File: src/rtl/emn_pkg.sv
// Shared types and constants of the Euler normal matrix block.
// Depends on nothing; every other file of the block uses it.
`default_nettype none

package emn_pkg;

   typedef struct packed {
      logic [15:0]        angle_x;
      logic [15:0]        angle_y;
      logic [15:0]        angle_z;
      logic signed [15:0] scale_x;
      logic signed [15:0] scale_y;
      logic signed [15:0] scale_z;
   } req_type;

   typedef struct packed {
      logic signed [31:0] m00;
      logic signed [31:0] m01;
      logic signed [31:0] m02;
      logic signed [31:0] m10;
      logic signed [31:0] m11;
      logic signed [31:0] m12;
      logic signed [31:0] m20;
      logic signed [31:0] m21;
      logic signed [31:0] m22;
      logic               zero_scale;
   } rsp_type;

   // queue entry: the request plus its zero-scale class (bit 0 = x)
   typedef struct packed {
      req_type    req;
      logic [2:0] zero;
   } entry_type;

   typedef struct packed {
      logic full;
      logic empty;
   } q_stat_type;

   localparam int unsigned QUEUE_DEPTH = 4;
   localparam int unsigned QPTR_BITS   = 2;

   // sine pipeline: fold, square, six Horner steps of three stages, final product
   localparam int unsigned TAYLOR_STEPS = 6;
   localparam int unsigned SIN_LAT      = 21;

   localparam logic [30:0] Q30_ONE     = 31'h4000_0000;
   localparam logic [30:0] Q30_HALF_PI = 31'd1686629713;

   // factorial ratios 156 110 72 42 20 6 split as power of two times odd part
   localparam int TAYLOR_SHIFT [TAYLOR_STEPS] = '{2, 1, 3, 1, 2, 1};
   localparam int TAYLOR_ODD   [TAYLOR_STEPS] = '{39, 55, 9, 21, 5, 3};

   localparam logic signed [31:0] OUT_MAX = 32'sh7FFF_FFFF;
   localparam logic signed [31:0] OUT_MIN = {1'b1, 31'd0};

endpackage

`default_nettype wire

File: src/rtl/emn_front.sv
// Front stage: takes requests, flags zero scales, hands entries to the queue.
// Depends on emn_pkg.
`default_nettype none

module emn_front (
   input  wire logic                 clock,
   input  wire logic                 reset,
   input  wire logic                 req_push,
   output logic                      req_full,
   input  wire emn_pkg::req_type     req_data,
   input  wire emn_pkg::q_stat_type  q_stat,
   output logic                      q_push,
   output emn_pkg::entry_type        q_data
);

   logic               front_v_ff, front_v_in;
   emn_pkg::entry_type front_ff, front_in;
   logic               accept;

   assign req_full = front_v_ff && q_stat.full;
   assign accept   = req_push && !req_full;
   assign q_push   = front_v_ff && !q_stat.full;
   assign q_data   = front_ff;

   always_comb begin
      front_v_in = accept || (front_v_ff && q_stat.full);
      front_in   = front_ff;
      if (accept) begin
         front_in.req  = req_data;
         front_in.zero = {req_data.scale_z == 16'sd0,
                          req_data.scale_y == 16'sd0,
                          req_data.scale_x == 16'sd0};
      end
   end

   always_ff @(posedge clock) begin
      if (reset) begin
         front_v_ff <= 1'b0;
      end else begin
         front_v_ff <= front_v_in;
      end
      front_ff <= front_in;
   end

endmodule

`default_nettype wire

File: config.mk
export PLATFORM = sky130hd
export DESIGN_NAME = emn_front
export DESIGN_NICKNAME = d
export VERILOG_FILES = /design/src/rtl/emn_pkg.sv /design/src/rtl/emn_front.sv
export SDC_FILE = /design/constraint.sdc
export NUM_CORES = 1
export LEC_CHECK = 0
export BUFFER_PORTS_ARGS = -buffer_cell sky130_fd_sc_hd__buf_2
export CAP_MARGIN = 10
export CORE_MARGIN = 2
export CORE_UTILIZATION = 40
export CTS_CLUSTER_DIAMETER = 80
export DETAILED_ROUTE_END_ITERATION = 12
export HOLD_SLACK_MARGIN = 0.08
export PLACE_DENSITY = 0.87
export SYNTH_ARGS = -nofsm -noshare
export SYNTH_HDL_FRONTEND = slang
export SYNTH_SLANG_ARGS = --single-unit
File: constraint.sdc
create_clock -name clock -period 8.4 [get_ports clock]
set_clock_uncertainty 0.2 [all_clocks]
set_input_delay 1.68 -clock clock [delete_from_list [all_inputs] [get_ports clock]]
set_output_delay 1.68 -clock clock [all_outputs]
set_load 0.1 [all_outputs]
# [After elaboration in Yosys (flattened, before gate mapping)]
# Cells that the tools add are included.
[word_totals] reg_bits=100 latch_bits=0 mem_bits_rw=0 rom_bits=0 inputBits=101 out_inout_bits=101 elab_cells=17 n_memories=0
[classes] addsub=0 mul=0 n_div=0 order_cmp=0 n_eq_ne=0 shifts=0 muxes=0 n_bitwise=0 reduce_logical=9
[op_table] cell="16-bit zero test" count=3
[op_table] cell="1-bit logical AND" count=3
[op_table] cell="1-bit zero test" count=2
[op_table] cell="1-bit logical OR" count=1

# [Depth between registers and ports, before layout]
# Gate-level depths: netlist (run 1).
[depth] ltp_word=4 depth_mapped=2

# [Worst setup path after synthesis (run 1)]
# No wires, ideal clock.
[synth_path] path_kind="input to register" start="in q_stat[1] (netlist bit)" end="reg front_ff, in the netlist q_data[0], enable pin" setup_ns=0.567 arrival_time_ns=6.680 slack_ns=0.953 path_stages=2 path_buffers=0 cell_sequence="and2_1 nor2b_1"
[synth_between] elab_chain_len=3
[synth_rtl] item="start: declaration" line="emn_front.sv:11" text="input wire emn_pkg::q_stat_type q_stat,"
[synth_rtl] item="1-bit logical AND" line="emn_front.sv:20" text="assign req_full = front_v_ff && q_stat.full;"
[synth_rtl] item="1-bit zero test" line="emn_front.sv:21" text="assign accept = req_push && !req_full;"
[synth_rtl] item="1-bit logical AND" line="emn_front.sv:21"
[synth_rtl] item="net accept" line="emn_front.sv:18" text="logic accept;"
[synth_rtl] item="end signal: assignment" line="emn_front.sv:42" text="front_ff <= front_in;"
[synth_rtl] item="end: declaration" line="emn_front.sv:17" text="emn_pkg::entry_type front_ff, front_in;"
# The timed path passes the listed nets, and every way through them passes these cells.
# A chain may end at the register's enable or synchronous reset.

# [Final worst setup path (run 1)]
[layout_path] start="in q_stat[1] (netlist bit)" end="out req_full"
[layout_between] elab_chain_len=1
[layout_rtl] item="1-bit logical AND" line="emn_front.sv:20"
[layout_rtl] item="end: declaration" line="emn_front.sv:9" text="output logic req_full,"
# No other way between the ends.

==> results.toml, run 1 <==
[synthesis]
synth_compound_area_frac = 0.00160
synthCells = 120
ys_seq_area_frac = 0.959
synth.net_count = 221
yosysMostFrequentCell = "edfxtp_1"
synth_xor_area_frac = 0
synth-simple-area-share = 0.0397
async_flop_share = 0
ys_seq_elements = 100
synth_top_area_share = 0.952
synthTopCellsByArea = "edfxtp_1 95%, nor4_1 2.4%, and4_1 0.84%"
avgSynthCellArea_um2 = 26.0
synth_edf_count = 99
yosys.area_share.adder = 0
synth_area_um2 = 3120
synth_top_area_cell = "edfxtp_1"
synth_flop_cell = "edfxtp_1"
synth_top_family_by_area = "simple AND/OR/NAND/NOR gates"
synth_common_cells = "99 x edfxtp_1, 12 x nor4_1, 3 x and4_1, 2 x nor2b_1"
muxShareOfSynthArea = 0
yosys_warnings = 0
post_synth_num_cell_types = 8

[sta]
hold_viol_final = 0
rsz0062_at_grt = "false"
setup_viol = 0
holdWs_ps = 344
period_minus_slack_ps = 4310
relSlewSlack = 0.583
slew_violations = 0
setup-tns-final_ps = 0
max_slew.worst_pin.slew_ps = 625
fmax_ghz = 0.232
min_period_over_period = 0.513

[pwr]
p_per_area_nw_per_um2 = 262
p_sw_frac = 0.333
p_seq_frac = 0.498
p_int_mw = 0.787
p_clk_frac = 0.271
vdd_ir_drop_max_mv = 0.109
power_mw = 1.18
power_switching_mw = 0.394
combPwrFrac = 0.230
p_leak_nw = 1.91

[min_path]
hold_start = "front_v_ff$_SDFF_PP0_"
min_path_cells = 2
hold_path_end = "front_v_ff$_SDFF_PP0_"
hold_class = "flip-flop to flip-flop"

[worst_setup_path]
rr_startpoint = "front_v_ff$_SDFF_PP0_"
cp_slowest_cell = "buf_2"
cp_data_required_time_ps = 6520
ff2ff_setup_slack_ps = 6400
arrival_ps = 2430
critPathMaxFanout = 3
crit_path_frequent_cell = "buf_2"
start_kind = "input pin"
path_buf_inv = 2
rr_worst_depth = 4
crit_path_end_kind = "output pin"
crit_type = "input pin to output pin"
crit_path_cell_trace = "buf_2 -> and2_1 -> buf_2"
cpLargestDelayFamily = "buffers and inverters"
r2r_end = "q_data[88]$_DFFE_PP_"
cpPeakStageDelay_ps = 450

[place]
io_buffers = 200
dpl_cell_area_um2 = 4270
gp_congestion = 0.696

[floorplan]
die_w_um = 92.3
row_count = 32
io_pins = 202
dieArea_um2 = 8530
fp.dieH_um = 92.3
coreArea_um2 = 7650
initial_core_util = 0.408

[clock_network]
clk_path_buf_depth = 2
hold_buffers = 0
postCtsSetupBuffers = 0
clock_insertion_delay_worst_skew_ps = 340
ctsResizeCount = 0
cts_tree = "built"
clock_sinks = 100
numCtsBuffers = 9
cts.reportedPaths.clkPinSlew_ps = 90
cts_root_buf = "clkbuf_8"
htreeDepth = 3

[layout]
finalInstanceArea_um2 = 4510
fillerInstances = 622
syn2layout_area_growth_pct = 44.3
fin_nets = 434
antenna_cells = 0
layout-drive-gt1-share = 0.644
fin_util = 0.589

[global_routing]
grt_pass1_wl_mm = 9.40
grt_pass1_vias = 1917
grtUsageMet1 = 0.174
grt_use_met2 = 0.245
busiest_layer = "met2"
grt_max_degree = 100
grt_antenna_before_repair = 1
grtUsageMet3 = 0.0513
globalRouteOverflowTotal = 0
grt.total_usage = 0.147

[detailed_routing]
ant_nets = 0
drc = 0
drt_iter0_drc = 83
dr.pass1.iters = 4
via_count = 1978
drt-wirelength-per-cell_um = 15.1
routed_wl_mm = 6.62
avgViaCountPerCell = 4.51

[outcome]
status = "finished clean"

[job]
cap_violations = 0
[worst max-delay path by stage]
stage / to / slack [ps] / cells past startpoint / start
2_1_floorplan: q_data[0]$_DFFE_PP_ / 950 / 2 / q_stat[1]
6_report: req_full / 4090 / 3 / q_stat[1]
4_1_cts: req_full / 4100 / 3 / q_stat[1]
3_3_place_gp: req_full / 4130 / 3 / q_stat[1]
3_5_place_dp: req_full / 4110 / 3 / q_stat[1]
5_1_grt: req_full / 4080 / 3 / q_stat[1]
[metal layers]
metal  vias to the layer above  share of wire
met5                         -         0.0024
met4                         2          0.016
met3                        15          0.084
met2                       102           0.52
met1                       935           0.38
li1                        924              -
[cell families after synthesis]
group,after synthesis
and+or+nand+nor,19
DFF,100
AOI/OAI and AO/OA,1
[registers in the layout (all words and copies together) (netlist names)]
| signal | cells |
|---|---|
| front_v_ff | 1 |
| q_data | 99 |
[power by group through the flow]
stage                     sequential, mW  clock (mW)  combinational [mW]
after global placement             0.600           0               0.269
after detailed placement           0.602           0               0.271
after floorplan                    0.806           0              0.0135
final                              0.589       0.321               0.272
after CTS                          0.590       0.331               0.271
after global routing               0.592       0.344               0.279
[layout by cell type (no fill, tap or decap)]
cell and count:
nor2_1 1, edfxtp_1 99, nor2b_1 1, clkbuf_1 1
nor2b_4 1, clkinvlp_4 1, inv_6 1, buf_4 1
buf_16 1, dfxtp_1 1, nor4_1 12, a21oi_1 1
clkbuf_8 9, and4_1 3, clkinv_4 1, buf_2 200
and2_1 1, bufinv_16 2
[tightest hold or removal path, stage by stage, from the launching register on]
cell and delay, ps:
dfxtp_1 330, a21oi_1 120, nor2_1 50
[through the flow]
step	instances	setup slack (ps)
global placement	423	4130
floorplan	120	953
global route	439	4080
CTS	438	4100
detailed placement	423	4110
finish	439	4090
[area by class of cell]
cell class | count | area, um2 | area share
Tap cell | 102 | 128 | 0.0283
Clock inverter | 5 | 85.1 | 0.0189
Timing Repair Buffer | 202 | 1040 | 0.230
Multi-Input combinational cell | 20 | 136 | 0.0303
Clock buffer | 10 | 128 | 0.0283
Sequential cell | 100 | 2990 | 0.664
(Power assumes the default switching activity.)
==> run 2, diff against run 1 <==
- CORE_UTILIZATION: 40 -> 37
- PLACE_DENSITY: 0.87 -> 0.85
- clock period: 8.4 -> 3.63 ns (I/O delays scaled with it)
==> results.toml, run 2 (synthesized netlist as in run 1, its figures left out) <==
[detailed_routing]
drc = 0
avgViaCountPerCell = 4.55
drt-wirelength-per-cell_um = 15.7
dr.pass1.iters = 4
routed_wl_mm = 6.96
ant_nets = 0
drt_iter0_drc = 58
via_count = 2015

[clock_network]
cts_root_buf = "clkbuf_8"
cts.reportedPaths.clkPinSlew_ps = 90
numCtsBuffers = 9
clk_path_buf_depth = 2
postCtsSetupBuffers = 0
clock_insertion_delay_worst_skew_ps = 340
hold_buffers = 0
ctsResizeCount = 0
cts_tree = "built"
htreeDepth = 3
clock_sinks = 100

[sta]
rsz0062_at_grt = "false"
period_minus_slack_ps = 2370
min_period_over_period = 0.653
max_slew.worst_pin.slew_ps = 616
relSlewSlack = 0.590
slew_violations = 0
hold_viol_final = 0
setup-tns-final_ps = 0
setup_viol = 0
fmax_ghz = 0.422

[pwr]
power_mw = 2.67
power_switching_mw = 0.917
combPwrFrac = 0.235
vdd_ir_drop_max_mv = 0.307
p_seq_frac = 0.511
p_clk_frac = 0.254
p_sw_frac = 0.344
p_int_mw = 1.75
p_leak_nw = 1.89
p_per_area_nw_per_um2 = 597

[layout]
layout-drive-gt1-share = 0.642
fillerInstances = 704
syn2layout_area_growth_pct = 43.1
fin_nets = 434
largest_reg_flops = 99
layout_commonest_cell = "buf_2"
layout_common_cells = "200 x buf_2, 99 x edfxtp_1, 12 x nor4_1"
antenna_cells = 0

[place]
io_buffers = 200
hpwl_mm = 5.41
gp_congestion = 0.743

[floorplan]
initial_core_util = 0.380
die_w_um = 95.9
dieArea_um2 = 9190
row_count = 33
coreArea_um2 = 8220
fp.dieH_um = 95.9
io_pins = 202

[global_routing]
grt_pass1_vias = 1998
grtUsageMet1 = 0.151
globalRouteOverflowTotal = 0
grt_antenna_before_repair = 1
grt.total_usage = 0.145
grt_max_degree = 51
grt_pass1_wl_mm = 9.67
grtUsageMet3 = 0.0595
grt_use_met2 = 0.258
busiest_layer = "met2"

[worst_setup_path]
r2r_end = "q_data[44]$_DFFE_PP_"
crit_type = "input pin to output pin"
rr_worst_depth = 3
ff2ff_setup_slack_ps = 1930
cp-startpoint = "q_stat[1]"
endpoint = "req_full"
start_kind = "input pin"
rr_startpoint = "front_v_ff$_SDFF_PP0_"
cp_data_required_time_ps = 2700
arrival_ps = 1450
critPathMaxFanout = 3
crit_path_end_kind = "output pin"

[outcome]
status = "finished clean"

[job]
cap_violations = 0

[min_path]
hold_start = "front_v_ff$_SDFF_PP0_"
hold_class = "flip-flop to flip-flop"
-- run 2: cell types whose count changed in the layout (fill, tap and decap cells not counted) --
cell,before,now
buf_16,1,0
buf_4,1,2
bufinv_16,2,1
clkinv_1,0,1
clkinv_2,0,1
-- run 2: through the flow --
step / setup slack [ps] / util / hold WS (ps) / std cells / cell area (um2)
3_5_place_dp: 1250 / 0.520 / 303 / 427 / 4280
4_1_cts: 1250 / 0.544 / 313 / 443 / 4470
5_1_grt: 1210 / 0.544 / 307 / 443 / 4470
2_1_floorplan: 133 / - / 257 / 120 / 3130
6_report: 1260 / 0.544 / 322 / 443 / 4470
3_3_place_gp: 1260 / 0.520 / 279 / 427 / 4280
-- run 2: final cells by class --
class,instances,area (um2),share of cell area
Sequential cell,100,2990,0.670
Timing Repair Buffer,202,1020,0.227
Multi-Input combinational cell,20,136,0.0305
Clock buffer,10,128,0.0286
Clock inverter,6,63.8,0.0143
Tap cell,105,131,0.0294
-- run 2: power groups by stage --
stage                     clock, mW  combinational [mW]  sequential, mW
after CTS                     0.701               0.630            1.36
final                         0.678               0.627            1.36
after floorplan                   0              0.0323            1.86
after global placement            0               0.623            1.39
after global routing          0.748               0.645            1.37
after detailed placement          0               0.630            1.39
-- run 2: worst min path at each step --
stage / slack [ps] / end / depth (start not counted)
2_1_floorplan: 260 / front_v_ff$_SDFF_PP0_ / 2
3_3_place_gp: 280 / front_v_ff$_SDFF_PP0_ / 2
3_5_place_dp: 300 / front_v_ff$_SDFF_PP0_ / 2
4_1_cts: 310 / front_v_ff$_SDFF_PP0_ / 2
5_1_grt: 310 / front_v_ff$_SDFF_PP0_ / 2
6_report: 320 / front_v_ff$_SDFF_PP0_ / 2
-- run 2: critical path, stage by stage --
cell    delay (ps)
buf_2          100
and2_1         180
buf_2          440
-- run 2: routing by layer --
metal  routed length (um)  up-vias  share of wire
met3                  761       14           0.11
li1                     -      924              -
met1                 2410      951           0.35
met5                   12        -         0.0017
met4                  107        2          0.015
met2                 3670      124           0.53
==> run 3, diff against run 2 <==
- CORE_UTILIZATION: 37 -> 40
- PLACE_DENSITY: 0.85 -> 0.87
- clock period: 3.63 -> 2.5 ns (I/O delays scaled with it)
==> results.toml, run 3 (synthesized netlist as in run 1, its figures left out) <==
[floorplan]
initial_core_util = 0.408
row_count = 32
die_w_um = 92.3
coreArea_um2 = 7650
io_pins = 202
dieArea_um2 = 8530
fp.dieH_um = 92.3

[outcome]
status = "finished clean"

[sta]
relSlewSlack = 0.666
slew_violations = 0
period_minus_slack_ps = 2000
min_period_over_period = 0.802
max_slew.worst_pin.slew_ps = 504
setup_viol = 0
setup_ws_ps = 495
hold_viol_final = 0
fmax_ghz = 0.499
rsz0062_at_grt = "false"
holdWs_ps = 119
setup-tns-final_ps = 0

[layout]
fillerInstances = 619
layout_commonest_cell = "buf_2"
layout-drive-gt1-share = 0.648
largest_reg_flops = 99
syn2layout_area_growth_pct = 44.7
fin_util = 0.591
layout_common_cells = "200 x buf_2, 99 x edfxtp_1, 12 x nor4_1"
antenna_cells = 0
finalInstanceArea_um2 = 4520
fin_nets = 434
instances_no_fill = 440

[clock_network]
cts.reportedPaths.clkPinSlew_ps = 80
hold_buffers = 0
postCtsSetupBuffers = 0
ctsResizeCount = 0
cts_root_buf = "clkbuf_8"
clock_sinks = 100
htreeDepth = 3
cts_tree = "built"
numCtsBuffers = 9
clk_path_buf_depth = 2
clock_insertion_delay_worst_skew_ps = 340

[global_routing]
grt_pass1_vias = 2057
grt_max_degree = 53
grt_pass1_wl_mm = 10.3
globalRouteOverflowTotal = 0
grt_antenna_before_repair = 0
grt.total_usage = 0.162

[pwr]
vdd_ir_drop_max_mv = 0.439
p_leak_nw = 1.92
power_mw = 3.97
p_per_area_nw_per_um2 = 880

[place]
io_buffers = 200
gp_congestion = 0.700
place_ws_ps = 592
dpl.cell_count = 424
dpl_cell_area_um2 = 4300

[detailed_routing]
via_count = 2019
dr.pass1.iters = 4
drt-wirelength-per-cell_um = 15.6
drc = 0
routed_wl_mm = 6.88
ant_nets = 0
drt_iter0_drc = 81
avgViaCountPerCell = 4.59

[worst_setup_path]
cp_data_required_time_ps = 1800
crit_path_end_kind = "output pin"
crit_path_cell_trace = "and2_4 -> buf_2"
critPathMaxFanout = 3
start_kind = "flip-flop"
rr_startpoint = "front_v_ff$_SDFF_PP0_"
cp-startpoint = "front_v_ff$_SDFF_PP0_"
crit_cells = 2
cpPeakStageDelay_ps = 420
endpoint = "req_full"
rr_worst_depth = 3
cp_slowest_cell = "buf_2"
crit_type = "flip-flop to output pin"
cpLargestDelayFamily = "buffers and inverters"
arrival_ps = 1300
r2r_end = "q_data[69]$_DFFE_PP_"
path_buf_inv = 1
ff2ff_setup_slack_ps = 1020

[min_path]
hold_start = "reset"
hold_class = "input pin to flip-flop"

[job]
cap_violations = 0
==> run 3: worst min-delay path by stage <==
stage / end / slack (ps) / cells past startpoint
after floorplan: front_v_ff$_SDFF_PP0_ / 270 / 2
after global placement: front_v_ff$_SDFF_PP0_ / 300 / 2
after detailed placement: front_v_ff$_SDFF_PP0_ / 360 / 2
after CTS: front_v_ff$_SDFF_PP0_ / 100 / 2
after global routing: front_v_ff$_SDFF_PP0_ / 90 / 2
final: front_v_ff$_SDFF_PP0_ / 120 / 2
==> run 3: layer usage <==
| layer | GRT usage | share of wire |
|---|---|---|
| met1 | 0.186 | 0.36 |
| met2 | 0.280 | 0.52 |
| met3 | 0.0570 | 0.10 |
| met4 | 0.0597 | 0.014 |
| met5 | 0 | 0 |
==> run 3: area by class of cell <==
| class | count | area (um2) | area share |
|---|---|---|---|
| Sequential cell | 100 | 2990 | 0.663 |
| Timing Repair Buffer | 202 | 1040 | 0.230 |
| Multi-Input combinational cell | 20 | 141 | 0.0313 |
| Tap cell | 102 | 128 | 0.0283 |
| Clock buffer | 9 | 124 | 0.0274 |
| Clock inverter | 7 | 90.1 | 0.0199 |
==> run 3: worst register-to-register path, delay by kind of cell, from the launching register on <==
| kind | cells | cell delay, ps |
|---|---|---|
| simple gates | 2 | 320 |
| flops | 1 | 340 |
| buf+inv | 1 | 280 |
==> run 3: power breakdown <==
group / switching [mW] / internal (mW)
combinational: 0.790 / 0.128
sequential: 0.0234 / 1.96
clock: 0.515 / 0.561
total: 1.33 / 2.64
