`config.mk`:
```
export PLATFORM = sky130hd
export DESIGN_NAME = emn_queue
export DESIGN_NICKNAME = d
export VERILOG_FILES = /design/src/rtl/emn_pkg.sv /design/src/rtl/emn_queue.sv
export SDC_FILE = /design/constraint.sdc
export NUM_CORES = 1
export LEC_CHECK = 0
export ABC_AREA = 1
export ABC_CLOCK_PERIOD_IN_PS = 7700
export BUFFER_PORTS_ARGS = -buffer_cell sky130_fd_sc_hd__buf_2
export CAP_MARGIN = 20
export CORE_MARGIN = 2
export CORE_UTILIZATION = 40
export CTS_CLUSTER_SIZE = 12
export DETAILED_ROUTE_END_ITERATION = 8
export MAX_ROUTING_LAYER = met4
export PLACE_DENSITY = 0.59
export SLEW_MARGIN = 40
export SYNTH_ARGS = -nofsm -noshare
export SYNTH_HDL_FRONTEND = slang
export SYNTH_SLANG_ARGS = --single-unit
export TNS_END_PERCENT = 20
```
`constraint.sdc`:
```
create_clock -name clock -period 7.7 [get_ports clock]
set_clock_uncertainty 0.2 [all_clocks]
set_input_delay 0.385 -clock clock [delete_from_list [all_inputs] [get_ports clock]]
set_output_delay 0.385 -clock clock [all_outputs]
set_load 0.05 [all_outputs]
```
`src/rtl/emn_pkg.sv`:
```
// Shared types and constants of the Euler normal matrix block.
// Depends on nothing; every other file of the block uses it.
`default_nettype none

package emn_pkg;

   typedef struct packed {
      logic [15:0]        angle_x;
      logic [15:0]        angle_y;
      logic [15:0]        angle_z;
      logic signed [15:0] scale_x;
      logic signed [15:0] scale_y;
      logic signed [15:0] scale_z;
   } req_type;

   typedef struct packed {
      logic signed [31:0] m00;
      logic signed [31:0] m01;
      logic signed [31:0] m02;
      logic signed [31:0] m10;
      logic signed [31:0] m11;
      logic signed [31:0] m12;
      logic signed [31:0] m20;
      logic signed [31:0] m21;
      logic signed [31:0] m22;
      logic               zero_scale;
   } rsp_type;

   // queue entry: the request plus its zero-scale class (bit 0 = x)
   typedef struct packed {
      req_type    req;
      logic [2:0] zero;
   } entry_type;

   typedef struct packed {
      logic full;
      logic empty;
   } q_stat_type;

   localparam int unsigned QUEUE_DEPTH = 4;
   localparam int unsigned QPTR_BITS   = 2;

   // sine pipeline: fold, square, six Horner steps of three stages, final product
   localparam int unsigned TAYLOR_STEPS = 6;
   localparam int unsigned SIN_LAT      = 21;

   localparam logic [30:0] Q30_ONE     = 31'h4000_0000;
   localparam logic [30:0] Q30_HALF_PI = 31'd1686629713;

   // factorial ratios 156 110 72 42 20 6 split as power of two times odd part
   localparam int TAYLOR_SHIFT [TAYLOR_STEPS] = '{2, 1, 3, 1, 2, 1};
   localparam int TAYLOR_ODD   [TAYLOR_STEPS] = '{39, 55, 9, 21, 5, 3};

   localparam logic signed [31:0] OUT_MAX = 32'sh7FFF_FFFF;
   localparam logic signed [31:0] OUT_MIN = {1'b1, 31'd0};

endpackage

`default_nettype wire

```
`src/rtl/emn_queue.sv`:
```
// Short entry queue between front and back stages.
// Depends on emn_pkg.
`default_nettype none

module emn_queue (
   input  wire logic                clock,
   input  wire logic                reset,
   input  wire logic                push,
   input  wire emn_pkg::entry_type  wr_data,
   input  wire logic                pop,
   output emn_pkg::entry_type       rd_data,
   output emn_pkg::q_stat_type      stat
);

   localparam int unsigned PW = emn_pkg::QPTR_BITS;

   emn_pkg::entry_type mem_ff [emn_pkg::QUEUE_DEPTH];
   logic [PW-1:0]      wp_ff, wp_in, rp_ff, rp_in;
   logic [PW:0]        cnt_ff, cnt_in;

   assign stat.full  = cnt_ff == (PW+1)'(emn_pkg::QUEUE_DEPTH);
   assign stat.empty = cnt_ff == '0;
   assign rd_data    = mem_ff[rp_ff];

   always_comb begin
      wp_in  = push ? wp_ff + 1'b1 : wp_ff;
      rp_in  = pop ? rp_ff + 1'b1 : rp_ff;
      cnt_in = cnt_ff + (PW+1)'(push) - (PW+1)'(pop);
   end

   always_ff @(posedge clock) begin
      if (reset) begin
         wp_ff  <= '0;
         rp_ff  <= '0;
         cnt_ff <= '0;
      end else begin
         wp_ff  <= wp_in;
         rp_ff  <= rp_in;
         cnt_ff <= cnt_in;
      end
      if (push) begin
         mem_ff[wp_ff] <= wr_data;
      end
   end

endmodule

`default_nettype wire

```
Word-level counts from Yosys, hierarchy flattened

Memory sizes are Yosys's and may differ from the RTL's. A register that Yosys moved wholly into a read port is not among the register bits.
Cells that the tools add are included.

Add/sub/neg operators: 4
Equal/unequal tests: 1
Muxes and demuxes: 4
Reduce and logical (&&, ||, !) cells: 1

Operator list:

| cell                                        | count |
|---|---|
| adder 2 x 1 -> 2 bit, second input constant | 2 |
| 2-to-1 mux 2 bit                            | 2 |
| adder 3 x 1 -> 3 bit                        | 1 |
| equality test 3 bit, second input constant  | 1 |
| logical NOT 3 bit                           | 1 |
| subtractor 3 x 1 -> 3 bit                   | 1 |
| 2-to-1 mux 1 bit                            | 2 |

Register bits: 7
Bits in writable memories: 396
Input port bits: 103
Output and inout bits: 101
Logic and storage cells: 14
Memories: 1

Memory list:

| memory | depth | bits a word | rd ports | clocked after Yosys merged registers in | wr ports | RTL line        | source |
|---|---|---|---|---|---|---|---|
| mem_ff | 4     | 99          | 1        | 1                                       | 1        | emn_queue.sv:17 | `emn_pkg::entry_type mem_ff [emn_pkg::QUEUE_DEPTH];` |

Longest topological paths before layout

Gate-level depths: netlist (run 1).

Depth after elaboration: 3
Depth in mapped cells: 8
Depth with buffers taken out: 8

Worst setup path after synthesis (run 1)

OpenSTA, ideal clock, no wires.

Path type: register -> register
Start point: register wp_ff[0]
End point: memory mem_ff[2][0] (netlist bit) (enable)
Arrival: 2,500 ps
Required time: 7,048 ps
Path slack: 4,547 ps
Stages on the path, launching flop included: 5
Path buffers: 0
Clock period less this slack: 3,153 ps
Cells stage by stage: dfxtp_1 inv_1 ha_1 nand2_1 inv_1

RTL lines:

| element                | RTL line        | source |
|---|---|---|
| from (decl)            | emn_queue.sv:18 | `logic [PW-1:0] wp_ff, wp_in, rp_ff, rp_in;` |
| from (signal assigned) | emn_queue.sv:37 | `wp_ff <= wp_in;` |
| to (decl)              | emn_queue.sv:17 |  |

No word-level cell before the write port.

==> results_tabular.tex, run 1 <==
\begin{tabular}{lr}
\hline
Metric & Value \\
\hline
\multicolumn{2}{l}{\textbf{Outcome}} \\
\quad Result of the run & complete, no violations \\
\multicolumn{2}{l}{\textbf{CTS}} \\
\quad Total setup buffers inserted after CTS & 0 \\
\quad Number of sinks on the clock net & between 400 and 500 \\
\quad Root buffer cell & clkbuf\_16 \\
\quad CTS Buf Count & 44 \\
\quad Clock slew seen by the registers of the worst setup and hold paths & around 0.060 ns \\
\quad Max Buffers Root-to-Sink & 3 \\
\quad CTS tree & done \\
\quad Clock insertion delay at the later pin of the skew report & 0.55 ns \\
\quad Total of cells resized after clock tree synthesis & 0 \\
\quad CTS H-tree depth & 2 \\
\quad Count of hold-fix buffers inserted at cts & $\sim$100 \\
\multicolumn{2}{l}{\textbf{Logic synthesis}} \\
\quad Register bit count reported by yosys & 405 \\
\quad Part of the Yosys area used for sequential elements & 0.7339 \\
\quad Cells after synthesis & 1211 \\
\quad Number of distinct library cells after synthesis & 19 \\
\quad Yosys Warn Count & 0 \\
\quad Net count of the mapped netlist & 1321 \\
\quad Area of the mapped netlist & 16450 um2 \\
\quad Average instance area after synthesis & 13.58 um2 \\
\multicolumn{2}{l}{\textbf{Global routing}} \\
\quad Global-route layer with the greatest usage & met2 \\
\quad Gr ovfl total & 0 \\
\quad GR Layer Usage met3 & 0.03046 \\
\quad Antenna violations before repair & 2 \\
\quad Global routing met1 resource utilization & 0.2070 \\
\quad Number of global-route vias before repair & 9228 \\
\quad Maximum number of pins on one net before global-route repair & 129 \\
\quad First-pass GRT wire length & 49880 um \\
\quad Total routing resource utilization after global routing & 0.1556 \\
\quad GR met2 Demand/Resource & 0.2392 \\
\multicolumn{2}{l}{\textbf{Setup path}} \\
\quad Signal arrival time at the worst endpoint & 2.78 ns \\
\quad Depth of the critical timing path with buffers and inverters included & 5 \\
\quad Startpoint Class & register \\
\quad Cells on worst reg2reg path & 5 \\
\quad Sum of buffers and inverters on the critical path & 3 \\
\quad Slowest stage cell, crit path & dfxtp\_4 \\
\quad Family with the most delay on the worst path & buffers and inverters \\
\quad Crit path required time & between 7 and 8 ns \\
\quad CP Class & register to output pin \\
\quad Worst-path maximum fanout & 128 \\
\quad Chain of cells forming the critical path & buf\_12, buf\_16, o211ai\_1, nand2\_1, buf\_2 \\
\quad Kind of capture point of the worst setup path & output pin \\
\quad CP max stage delay & 0.61 ns \\
\multicolumn{2}{l}{\textbf{Floorplan}} \\
\quad Die boundary width & 206.8 um \\
\quad Floorplan die area & about 43000 um2 \\
\quad Overall die height & 206.8 um \\
\quad Core area & 40740 um2 \\
\quad I/O pin cnt & 204 \\
\quad Effective utilization at floorplan & 0.4038 \\
\quad Floorplan row count & 74 \\
\multicolumn{2}{l}{\textbf{STA}} \\
\quad Final period utilization & 0.4368 \\
\quad Count of final setup violators & 0 \\
\quad Count of pins over their slew limit & 0 \\
\quad F\_max & between 0.2 and 0.3 GHz \\
\quad Unrepaired setup endpoints after global routing & no \\
\quad Final worst setup slack & 4.337 ns \\
\quad Post-route minimum period & 3.363 ns \\
\quad Total negative slack & 0 ns \\
\quad Final hold viol count & 0 \\
\quad Max transition margin & 0.4698 \\
\quad Actual transition at the worst max-transition pin & 0.7953 ns \\
\multicolumn{2}{l}{\textbf{Cells and area}} \\
\quad Post-layout util & 0.4958 \\
\quad Ratio of cells with drive above 1 in the final layout & 0.2406 \\
\quad Final \#Nets & 1618 \\
\quad Layout filler cell count & 3514 \\
\quad Synth-to-Final Area Change & 22.80\% \\
\multicolumn{2}{l}{\textbf{Detailed routing}} \\
\quad Number of vias in the routed layout & 9745 \\
\quad Total Wirelength & about 32000 um \\
\quad Drt pass-1 iters & 4 \\
\quad DR vias/cell & 4.703 \\
\quad DRC violation total after the first TritonRoute iteration & 556 \\
\quad Post-detailed-route wirelength per cell & 15.61 um \\
\quad Final antenna-violating net count & 0 \\
\quad Post-route DRC violation count & 0 \\
\multicolumn{2}{l}{\textbf{Power}} \\
\quad Total power per unit cell area & 261.6 nW/um2 \\
\quad Static leakage power & a little under 8 nW \\
\quad Peak VDD IR & 0.0002326 V \\
\multicolumn{2}{l}{\textbf{Place}} \\
\quad Quantity of I/O buffers inserted on ports & 203 \\
\quad Placer's final routability congestion estimate & 0.7023 \\
\quad Worst slack at placement & 4.545 ns \\
\quad Placed wire-length estimate after detailed placement & $\sim$18000 um \\
\multicolumn{2}{l}{\textbf{Worst hold path}} \\
\quad Hold Path Class & register to register \\
\quad Hold path depth & 2 \\
\multicolumn{2}{l}{\textbf{Run}} \\
\quad MaxCap Viol Count & 0 \\
\hline
\end{tabular}
## layout by cell type (no fill, tap or decap), drive strengths merged, types with 2 or more instances in the layout
master / Yosys / final
buf: 64 / 215
dfxtp: 9 / 9
a21oi: 105 / 105
diode: 0 / 2
clkinv: 0 / 9
ha: 6 / 6
nand2: 206 / 206
o211ai: 99 / 99
clkbuf: 2 / 65
edfxtp: 396 / 396
dlygate4sd3: 0 / 102
inv: 214 / 214
nor2: 4 / 4
o21ai: 103 / 103
## path summary, 6_finish.rpt
path | startpoint | endpoint | slack (ns)
min reg2reg | rp_ff[1] | register | 0.26
max | register | rd_data[50] | 4.34
min | rp_ff[1] | register | 0.26
max reg2reg | wp_ff[1] | mem_ff[1][5] | 5.10
## logic make-up (layout without fill, tap and decap cells)
family / Yosys count / in the layout / synth area share
DFF: 405 / 405 / 0.7339
and+or+nand+nor: 212 / 212 / 0.04853
buffers and inverters: 280 / 607 / 0.08055
AOI/OAI and AO/OA: 307 / 307 / 0.1313
other: 0 / 2 / 0
adders and majority gates: 7 / 7 / 0.005781
## cell type report
type	instances	area (um2)	area share
antenna	2	5.005	0.0002478
clock buffer	65	1281	0.06343
clock inverter	11	83.83	0.004150
inverter	214	815.8	0.04039
multi-input combinational	526	3053	0.1511
sequential	405	12080	0.5980
tap	532	665.6	0.03295
timing repair buffer	317	2216	0.1097
## registers in the layout, summed over array words and instances, names as in the netlist, named ones only
name	count
wp_ff	2
rp_ff	2
cnt_ff	3
mem_ff	396
## power by group
| part | switching (mW) | internal, mW | total [mW] |
|---|---|---|---|
| Clock | 0.805 | 1.18 | 1.98 |
| Sequential | 0.0288 | 2.52 | 2.55 |
| Combinational | 0.555 | 0.195 | 0.750 |
| Total | 1.39 | 3.90 | 5.28 |
## synthesized netlist by cell type
cell type / number / area share
o21ai_0: 40 / 0.012
o211ai_2: 30 / 0.023
nor3_1: 1 / 0.00030
inv_1: 214 / 0.049
ha_1: 6 / 0.0046
dfxtp_1: 9 / 0.011
buf_2: 27 / 0.0082
o21ai_1: 63 / 0.019
buf_6: 27 / 0.018
edfxtp_1: 396 / 0.72
nand2_1: 206 / 0.047
buf_4: 10 / 0.0046
nor2_1: 4 / 0.00091
a21oi_2: 60 / 0.032
o211ai_1: 69 / 0.031
nand3_1: 1 / 0.00030
fa_1: 1 / 0.0012
a21oi_1: 45 / 0.014
clkbuf_1: 2 / 0.00046
## metal layers
metal / part of all wire / wire (um)
met1: 0.46 / 14950
met2: 0.46 / 14890
met3: 0.053 / 1707
met4: 0.025 / 794
met5: 0 / 0
## worst min-delay path: stages, from the launching register on
cell and delay [ns]:
dfxtp_1 0.30, inv_1 0.06, a21oi_1 0.06
## through the flow
step	hold WS (ns)	instance area [um2]	total power, mW	instances
finish	0.2555	20200	5.284	2072
global route	0.2891	20200	5.494	2072
CTS	0.2595	20170	5.352	2069
detailed placement	0.2483	17780	3.315	1891
global placement	0.2397	17700	3.298	1888
floorplan	0.2356	16450	3.134	1211
Note: power is estimated with default switching activity, not from simulation.
==> inputs of run 2 (changes only) <==
--- a/config.mk
+++ b/config.mk
@@ -6,7 +6,7 @@
 export NUM_CORES = 1
 export LEC_CHECK = 0
 export ABC_AREA = 1
-export ABC_CLOCK_PERIOD_IN_PS = 7700
+export ABC_CLOCK_PERIOD_IN_PS = 3500
 export BUFFER_PORTS_ARGS = -buffer_cell sky130_fd_sc_hd__buf_2
 export CAP_MARGIN = 20
 export CORE_MARGIN = 2
==> constraint.sdc (replaced) <==
create_clock -name clock -period 3.5 [get_ports clock]
set_clock_uncertainty 0.2 [all_clocks]
set_input_delay 0.175 -clock clock [delete_from_list [all_inputs] [get_ports clock]]
set_output_delay 0.175 -clock clock [all_outputs]
set_load 0.05 [all_outputs]
==> run 2 against run 1 <==
  * Power is 120% higher
  * Utilization increased by 0.21 points
  * Global-route usage up 0.17 points
  * Highest routed layer unchanged
==> results_tabular.tex, run 2 (synthesis results as in run 1) <==
\begin{tabular}{lr}
\hline
Metric & Value \\
\hline
\multicolumn{2}{l}{\textbf{Outcome}} \\
\quad Result of the run & complete, no violations (unchanged) \\
\multicolumn{2}{l}{\textbf{Detailed routing}} \\
\quad DRC violation total after the first TritonRoute iteration & 564 (was 556) \\
\quad Post-route DRC violation count & 0 (unchanged) \\
\quad DR vias/cell & 4.643 (was 4.703) \\
\quad Total Wirelength & 33000 um (was 32340 um) \\
\quad Final antenna-violating net count & 0 (unchanged) \\
\quad Drt pass-1 iters & 5 (was 4) \\
\quad Post-detailed-route wirelength per cell & 15.83 um (was 15.61 um) \\
\quad Number of vias in the routed layout & 9681 (was 9745) \\
\multicolumn{2}{l}{\textbf{CTS}} \\
\quad Total setup buffers inserted after CTS & 0 (unchanged) \\
\quad CTS H-tree depth & 2 (unchanged) \\
\quad Number of sinks on the clock net & 405 (unchanged) \\
\quad CTS Buf Count & 45 (was 44) \\
\quad Root buffer cell & clkbuf\_16 (unchanged) \\
\quad Clock insertion delay at the later pin of the skew report & 0.55 ns (about the same) \\
\quad Max Buffers Root-to-Sink & 3 (unchanged) \\
\quad CTS tree & done (unchanged) \\
\quad Clock slew seen by the registers of the worst setup and hold paths & 0.06 ns (about the same) \\
\multicolumn{2}{l}{\textbf{Power}} \\
\quad Peak VDD IR & 0.0004042 V (was 0.0002326 V) \\
\quad Static leakage power & 7.804 nW (was 7.771 nW) \\
\quad Total chip power & 11.59 mW (was 5.284 mW) \\
\quad Total power per unit cell area & 571.2 nW/um2 (was 261.6 nW/um2) \\
\multicolumn{2}{l}{\textbf{Cells and area}} \\
\quad Number of flip-flops under the largest register name & 396 (unchanged) \\
\quad Final \#Nets & 1627 (was 1618) \\
\quad Layout filler cell count & 3519 (was 3514) \\
\quad Register name with the most flops & mem\_ff (unchanged) \\
\quad Most frequent cells in the layout & 396 x edfxtp\_1, 210 x inv\_1, 206 x nand2\_1, 203 x buf\_2, 102 x dlygate4sd3\_1 (unchanged) \\
\quad Ratio of cells with drive above 1 in the final layout & 0.2402 (was 0.2406) \\
\quad Commonest non-fill, non-tap cell in the layout & edfxtp\_1 (unchanged) \\
\quad Synth-to-Final Area Change & 23.33\% (was 22.80\%) \\
\quad Regs by FF count & mem\_ff (396), cnt\_ff (3) (unchanged) \\
\multicolumn{2}{l}{\textbf{Place}} \\
\quad Placed wire-length estimate after detailed placement & 19640 um (was 17770 um) \\
\quad Placer's final routability congestion estimate & 0.7192 (was 0.7023) \\
\quad Quantity of I/O buffers inserted on ports & 203 (unchanged) \\
\multicolumn{2}{l}{\textbf{Setup path}} \\
\quad Startpoint Class & register (unchanged) \\
\quad Worst-path maximum fanout & 44 (was 128) \\
\quad Chain of cells forming the critical path & buf\_4, o211ai\_1, nand2\_1, buf\_2 (was buf\_12, buf\_16, o211ai\_1, nand2\_1, buf\_2) \\
\quad Signal arrival time at the worst endpoint & 2.28 ns (was 2.78 ns) \\
\quad Slowest stage cell, crit path & dfxtp\_4 (unchanged) \\
\quad CP Class & register to output pin (unchanged) \\
\quad Crit path required time & 3.12 ns (was 7.11 ns) \\
\quad Kind of capture point of the worst setup path & output pin (unchanged) \\
\quad R2r startpoint & wp\_ff[0] (was wp\_ff[1]) \\
\quad CP max stage delay & 0.77 ns (was 0.61 ns) \\
\multicolumn{2}{l}{\textbf{Floorplan}} \\
\quad Die boundary width & 206.8 um (unchanged) \\
\quad Core area & 40740 um2 (unchanged) \\
\quad Floorplan row count & 74 (unchanged) \\
\quad Overall die height & 206.8 um (unchanged) \\
\quad Effective utilization at floorplan & 0.4038 (unchanged) \\
\quad Floorplan die area & 42760 um2 (unchanged) \\
\quad I/O pin cnt & 204 (unchanged) \\
\multicolumn{2}{l}{\textbf{STA}} \\
\quad Final hold viol count & 0 (unchanged) \\
\quad Final period utilization & 0.7575 \\
\quad F\_max & 0.3772 GHz \\
\quad Total negative slack & 0 ns (unchanged) \\
\quad Count of final setup violators & 0 (unchanged) \\
\quad Post-route minimum period & 2.651 ns \\
\quad Count of pins over their slew limit & 0 (unchanged) \\
\quad Actual transition at the worst max-transition pin & 0.7110 ns (was 0.7953 ns) \\
\quad Unrepaired setup endpoints after global routing & no (unchanged) \\
\quad Max transition margin & 0.5260 (was 0.4698) \\
\multicolumn{2}{l}{\textbf{Worst hold path}} \\
\quad Hold Path Class & input port to register (was register to register) \\
\quad Worst hold path startpoint & reset (was rp\_ff[1]) \\
\multicolumn{2}{l}{\textbf{Global routing}} \\
\quad First-pass GRT wire length & 50030 um (was 49880 um) \\
\quad Antenna violations before repair & 4 (was 2) \\
\quad Total routing resource utilization after global routing & 0.1573 (was 0.1556) \\
\quad Maximum number of pins on one net before global-route repair & 110 (was 129) \\
\quad Number of global-route vias before repair & 9221 (was 9228) \\
\quad Gr ovfl total & 0 (unchanged) \\
\multicolumn{2}{l}{\textbf{Run}} \\
\quad MaxCap Viol Count & 0 (unchanged) \\
\hline
\end{tabular}
==> run 2: cell types whose count changed in the layout (fill, tap and decap cells not counted), moves of 2 or more <==
cell	before	now
diode_2	2	4
buf_12	4	11
clkinv_1	5	13
buf_4	2	9
clkinv_4	2	0
clkbuf_8	8	0
buf_6	5	0
clkbuf_16	45	47
==> run 2: final timing paths <==
kind                    to  depth (start not counted)  slack, ns
max            rd_data[98]                          4       0.85
min              cnt_ff[1]                          3       0.15
max reg2reg  mem_ff[0][27]                          5       1.34
min reg2reg       register                          2       0.25
==> run 2: critical path, delay by kind of cell (launching register included) <==
family                 cells  cell delay (ns)
and+or+nand+nor            1             0.12
AOI/OAI and AO/OA          1             0.15
DFF                        1             0.77
buffers and inverters      2             0.67
==> run 2: metal layers <==
layer	track usage	up-vias	routed length, um
met5	-	-	0
met4	0.05066	0	724
met3	0.03108	60	1776
met2	0.2403	221	15100
met1	0.2127	4563	15400
li1	-	4837	-
==> run 2: cell type report <==
cell class,count,area (um2),area share
Antenna cell,4,10.01,0.0004934
Clock buffer,60,1225,0.06038
Clock inverter,19,116.4,0.005736
Inverter,214,813.3,0.04009
Multi-Input combinational cell,526,3053,0.1505
Sequential cell,405,12080,0.5954
Tap cell,532,665.6,0.03281
Timing Repair Buffer,325,2325,0.1146
==> run 2: repair_timing <==
item / CTS / global route
hold endpoints to repair: 405 / 0
hold buffers: 102 / 0
setup endpoints to repair: 0 / 0
resized for setup: 0 / 0
==> run 2: report_power, final <==
part / switching (mW) / internal [mW]
Clock: 1.78 / 2.52
Sequential: 0.0718 / 5.55
Combinational: 1.22 / 0.441
==> run 2: per-stage QoR <==
stage                     hold slack [ns]  std cells  utilization  setup WS (ns)  cell area, um2
final                              0.1546       2085       0.4980         0.8488           20290
after floorplan                   0.04622       1211            -         0.3471           16450
after detailed placement           0.1779       1900       0.4397          1.293           17910
after global placement             0.1708       1900       0.4397          1.309           17910
after global routing               0.1412       2085       0.4980         0.6911           20290
after CTS                          0.1066       2081       0.4977         0.7599           20280
==> inputs of run 3 (changes only) <==
--- a/config.mk
+++ b/config.mk
@@ -6,7 +6,7 @@
 export NUM_CORES = 1
 export LEC_CHECK = 0
 export ABC_AREA = 1
-export ABC_CLOCK_PERIOD_IN_PS = 3500
+export ABC_CLOCK_PERIOD_IN_PS = 2800
 export BUFFER_PORTS_ARGS = -buffer_cell sky130_fd_sc_hd__buf_2
 export CAP_MARGIN = 20
 export CORE_MARGIN = 2
==> constraint.sdc (replaced) <==
create_clock -name clock -period 2.8 [get_ports clock]
set_clock_uncertainty 0.2 [all_clocks]
set_input_delay 0.14 -clock clock [delete_from_list [all_inputs] [get_ports clock]]
set_output_delay 0.14 -clock clock [all_outputs]
set_load 0.05 [all_outputs]
==> run 3 against run 2 <==
  * Power rose by 22%
  * Critical path depth unchanged
  * Worst setup slack got worse by 0.60 ns
  * Cell count about the same
  * Sequential cell count is the same
  * First-iteration DRC count decreased by 11%
  * Register-to-register slack worse by 0.47 ns
  * Worst hold slack worse by 0.026 ns
  * Critical endpoint is now rd_data[68]
==> results_tabular.tex, run 3 (synthesis results as in run 1) <==
\begin{tabular}{lr}
\hline
Metric & Value \\
\hline
\multicolumn{2}{l}{\textbf{Outcome}} \\
\quad Result of the run & complete, no violations (unchanged) \\
\multicolumn{2}{l}{\textbf{Worst hold path}} \\
\quad Worst hold path startpoint & reset (unchanged) \\
\quad Hold path depth & 3 (unchanged) \\
\quad Hold Path Class & input port to register (unchanged) \\
\multicolumn{2}{l}{\textbf{Global routing}} \\
\quad Gr ovfl total & 0 (unchanged) \\
\quad Maximum number of pins on one net before global-route repair & 99 (was 110) \\
\quad Antenna violations before repair & 2 (was 4) \\
\quad Number of global-route vias before repair & 9435 (was 9221) \\
\quad Total routing resource utilization after global routing & 0.1565 (was 0.1573) \\
\quad First-pass GRT wire length & 49910 um (was 50030 um) \\
\multicolumn{2}{l}{\textbf{Cells and area}} \\
\quad Most frequent cells in the layout & 396 x edfxtp\_1, 210 x inv\_1, 206 x nand2\_1, 203 x buf\_2, 103 x dlygate4sd3\_1 (was 396 x edfxtp\_1, 210 x inv\_1, 206 x nand2\_1, 203 x buf\_2, 102 x dlygate4sd3\_1) \\
\quad Register name with the most flops & mem\_ff (unchanged) \\
\quad Regs by FF count & mem\_ff (396), cnt\_ff (3) (unchanged) \\
\quad Number of flip-flops under the largest register name & 396 (unchanged) \\
\quad Final \#Nets & 1633 (was 1627) \\
\quad Commonest non-fill, non-tap cell in the layout & edfxtp\_1 (unchanged) \\
\quad Synth-to-Final Area Change & 23.59\% (was 23.33\%) \\
\quad Ratio of cells with drive above 1 in the final layout & 0.2423 (was 0.2402) \\
\quad Layout filler cell count & 3513 (was 3519) \\
\multicolumn{2}{l}{\textbf{Detailed routing}} \\
\quad DR vias/cell & 4.684 (was 4.643) \\
\quad Post-detailed-route wirelength per cell & 15.61 um (was 15.83 um) \\
\quad DRC violation total after the first TritonRoute iteration & 503 (was 564) \\
\quad Final antenna-violating net count & 0 (unchanged) \\
\quad Number of vias in the routed layout & 9770 (was 9681) \\
\quad Total Wirelength & 32560 um (was 33000 um) \\
\quad Wire length the detailed router placed on met1 & 14670 um (was 15400 um) \\
\quad Detailed-routed wire length on met3 & 1810 um (was 1776 um) \\
\quad Drt pass-1 iters & 6 (was 5) \\
\quad Post-route DRC violation count & 0 (unchanged) \\
\quad Detailed-routed wire length on met2 & 15420 um (was 15100 um) \\
\quad Top sig layer & met4 (unchanged) \\
\multicolumn{2}{l}{\textbf{STA}} \\
\quad Count of pins over their slew limit & 0 (unchanged) \\
\quad Final period utilization & 0.9097 \\
\quad Count of final setup violators & 0 (unchanged) \\
\quad Final hold viol count & 0 (unchanged) \\
\quad F\_max & 0.3926 GHz \\
\quad Actual transition at the worst max-transition pin & 0.6121 ns (was 0.7110 ns) \\
\quad Max transition margin & 0.5919 (was 0.5260) \\
\quad Total negative slack & 0 ns (unchanged) \\
\quad Unrepaired setup endpoints after global routing & no (unchanged) \\
\quad Post-route minimum period & roughly 2.5 ns \\
\quad Final worst setup slack & 0.2528 ns (was 0.8488 ns) \\
\multicolumn{2}{l}{\textbf{CTS}} \\
\quad Count of hold-fix buffers inserted at cts & 103 (was 102) \\
\quad Number of sinks on the clock net & 405 (unchanged) \\
\quad CTS H-tree depth & 2 (unchanged) \\
\quad Total setup buffers inserted after CTS & 0 (unchanged) \\
\quad Root buffer cell & clkbuf\_16 (unchanged) \\
\quad CTS Buf Count & 43 (was 45) \\
\quad CTS tree & done (unchanged) \\
\quad Max Buffers Root-to-Sink & 3 (unchanged) \\
\quad Clock slew seen by the registers of the worst setup and hold paths & 0.05 ns (was 0.06 ns) \\
\quad Clock insertion delay at the later pin of the skew report & 0.55 ns (about the same) \\
\quad Total of cells resized after clock tree synthesis & 0 (unchanged) \\
\multicolumn{2}{l}{\textbf{Floorplan}} \\
\quad Core area & 40740 um2 (unchanged) \\
\quad Overall die height & 206.8 um (unchanged) \\
\quad Floorplan row count & 74 (unchanged) \\
\quad I/O pin cnt & 204 (unchanged) \\
\quad Effective utilization at floorplan & 0.4038 (unchanged) \\
\quad Floorplan die area & 42760 um2 (unchanged) \\
\quad Die boundary width & 206.8 um (unchanged) \\
\multicolumn{2}{l}{\textbf{Place}} \\
\quad Placer's final routability congestion estimate & 0.7531 (was 0.7192) \\
\quad Worst slack at placement & 0.7899 ns (was 1.293 ns) \\
\quad Quantity of I/O buffers inserted on ports & 203 (unchanged) \\
\quad Placed wire-length estimate after detailed placement & 18940 um (was 19640 um) \\
\multicolumn{2}{l}{\textbf{Setup path}} \\
\quad CP Class & register to output pin (unchanged) \\
\quad Startpoint Class & register (unchanged) \\
\quad Slack of the worst reg-to-reg path & 0.87 ns (was 1.34 ns) \\
\quad Slowest stage cell, crit path & dfxtp\_4 (unchanged) \\
\quad R2r startpoint & wp\_ff[1] (was wp\_ff[0]) \\
\quad Signal arrival time at the worst endpoint & 2.21 ns (was 2.28 ns) \\
\quad Crit path required time & 2.46 ns (was 3.12 ns) \\
\quad Worst-path maximum fanout & 47 (was 44) \\
\quad Kind of capture point of the worst setup path & output pin (unchanged) \\
\quad Cells on worst reg2reg path & 5 (unchanged) \\
\quad Chain of cells forming the critical path & buf\_12, o211ai\_1, nand2\_1, buf\_2 (was buf\_4, o211ai\_1, nand2\_1, buf\_2) \\
\quad CP max stage delay & 0.75 ns (was 0.77 ns) \\
\multicolumn{2}{l}{\textbf{Power}} \\
\quad Peak VDD IR & 0.0004711 V (was 0.0004042 V) \\
\quad Total chip power & 14.16 mW (was 11.59 mW) \\
\quad Static leakage power & 7.814 nW (was 7.804 nW) \\
\quad Total power per unit cell area & 696.5 nW/um2 (was 571.2 nW/um2) \\
\multicolumn{2}{l}{\textbf{Run}} \\
\quad MaxCap Viol Count & 0 (unchanged) \\
\hline
\end{tabular}
==> run 3: area by class of cell <==
class	count	area (um2)	area share
multi-input cells	526	3053	0.1502
clock inverters	11	53.80	0.002646
clock buffers	63	1171	0.05761
repair buffers	333	2487	0.1224
inverters	214	814.5	0.04007
flip-flops and latches	405	12080	0.5942
well taps	532	665.6	0.03274
diodes	2	5.005	0.0002462
==> run 3: critical path: cells and delay by family (launching register included) <==
| family | cells | cell delay (ns) |
|---|---|---|
| compound gates | 1 | 0.14 |
| buf+inv | 2 | 0.60 |
| flops | 1 | 0.75 |
| simple gates | 1 | 0.10 |
==> run 3: metrics by stage <==
step | std cells | hold slack [ns] | instance area, um2 | util
final | 2086 | 0.1283 | 20330 | 0.4990
after global placement | 1907 | 0.1355 | 18070 | 0.4435
after floorplan | 1211 | 0.01122 | 16450 | -
after detailed placement | 1907 | 0.1443 | 18070 | 0.4435
after global routing | 2086 | 0.1294 | 20330 | 0.4990
after CTS | 2084 | 0.08659 | 20320 | 0.4989
==> run 3: worst paths after layout <==
check / endpoint
worst max register to register: mem_ff[1][71]
worst min register to register: register
worst min-delay path: cnt_ff[1]
worst max-delay path: rd_data[68]
==> run 3: metal layers <==
metal  up-vias  global-route usage
li1       4845                   -
met1      4665              0.1984
met2       205              0.2555
met3        55             0.02951
met4         0             0.04990
met5         -                   -
==> run 3: where the power goes <==
group | internal, mW | leakage, nW | switching (mW)
combinational | 0.584 | 3.51 | 1.53
sequential | 6.94 | 3.71 | 0.0854
clock | 2.88 | 0.591 | 2.14
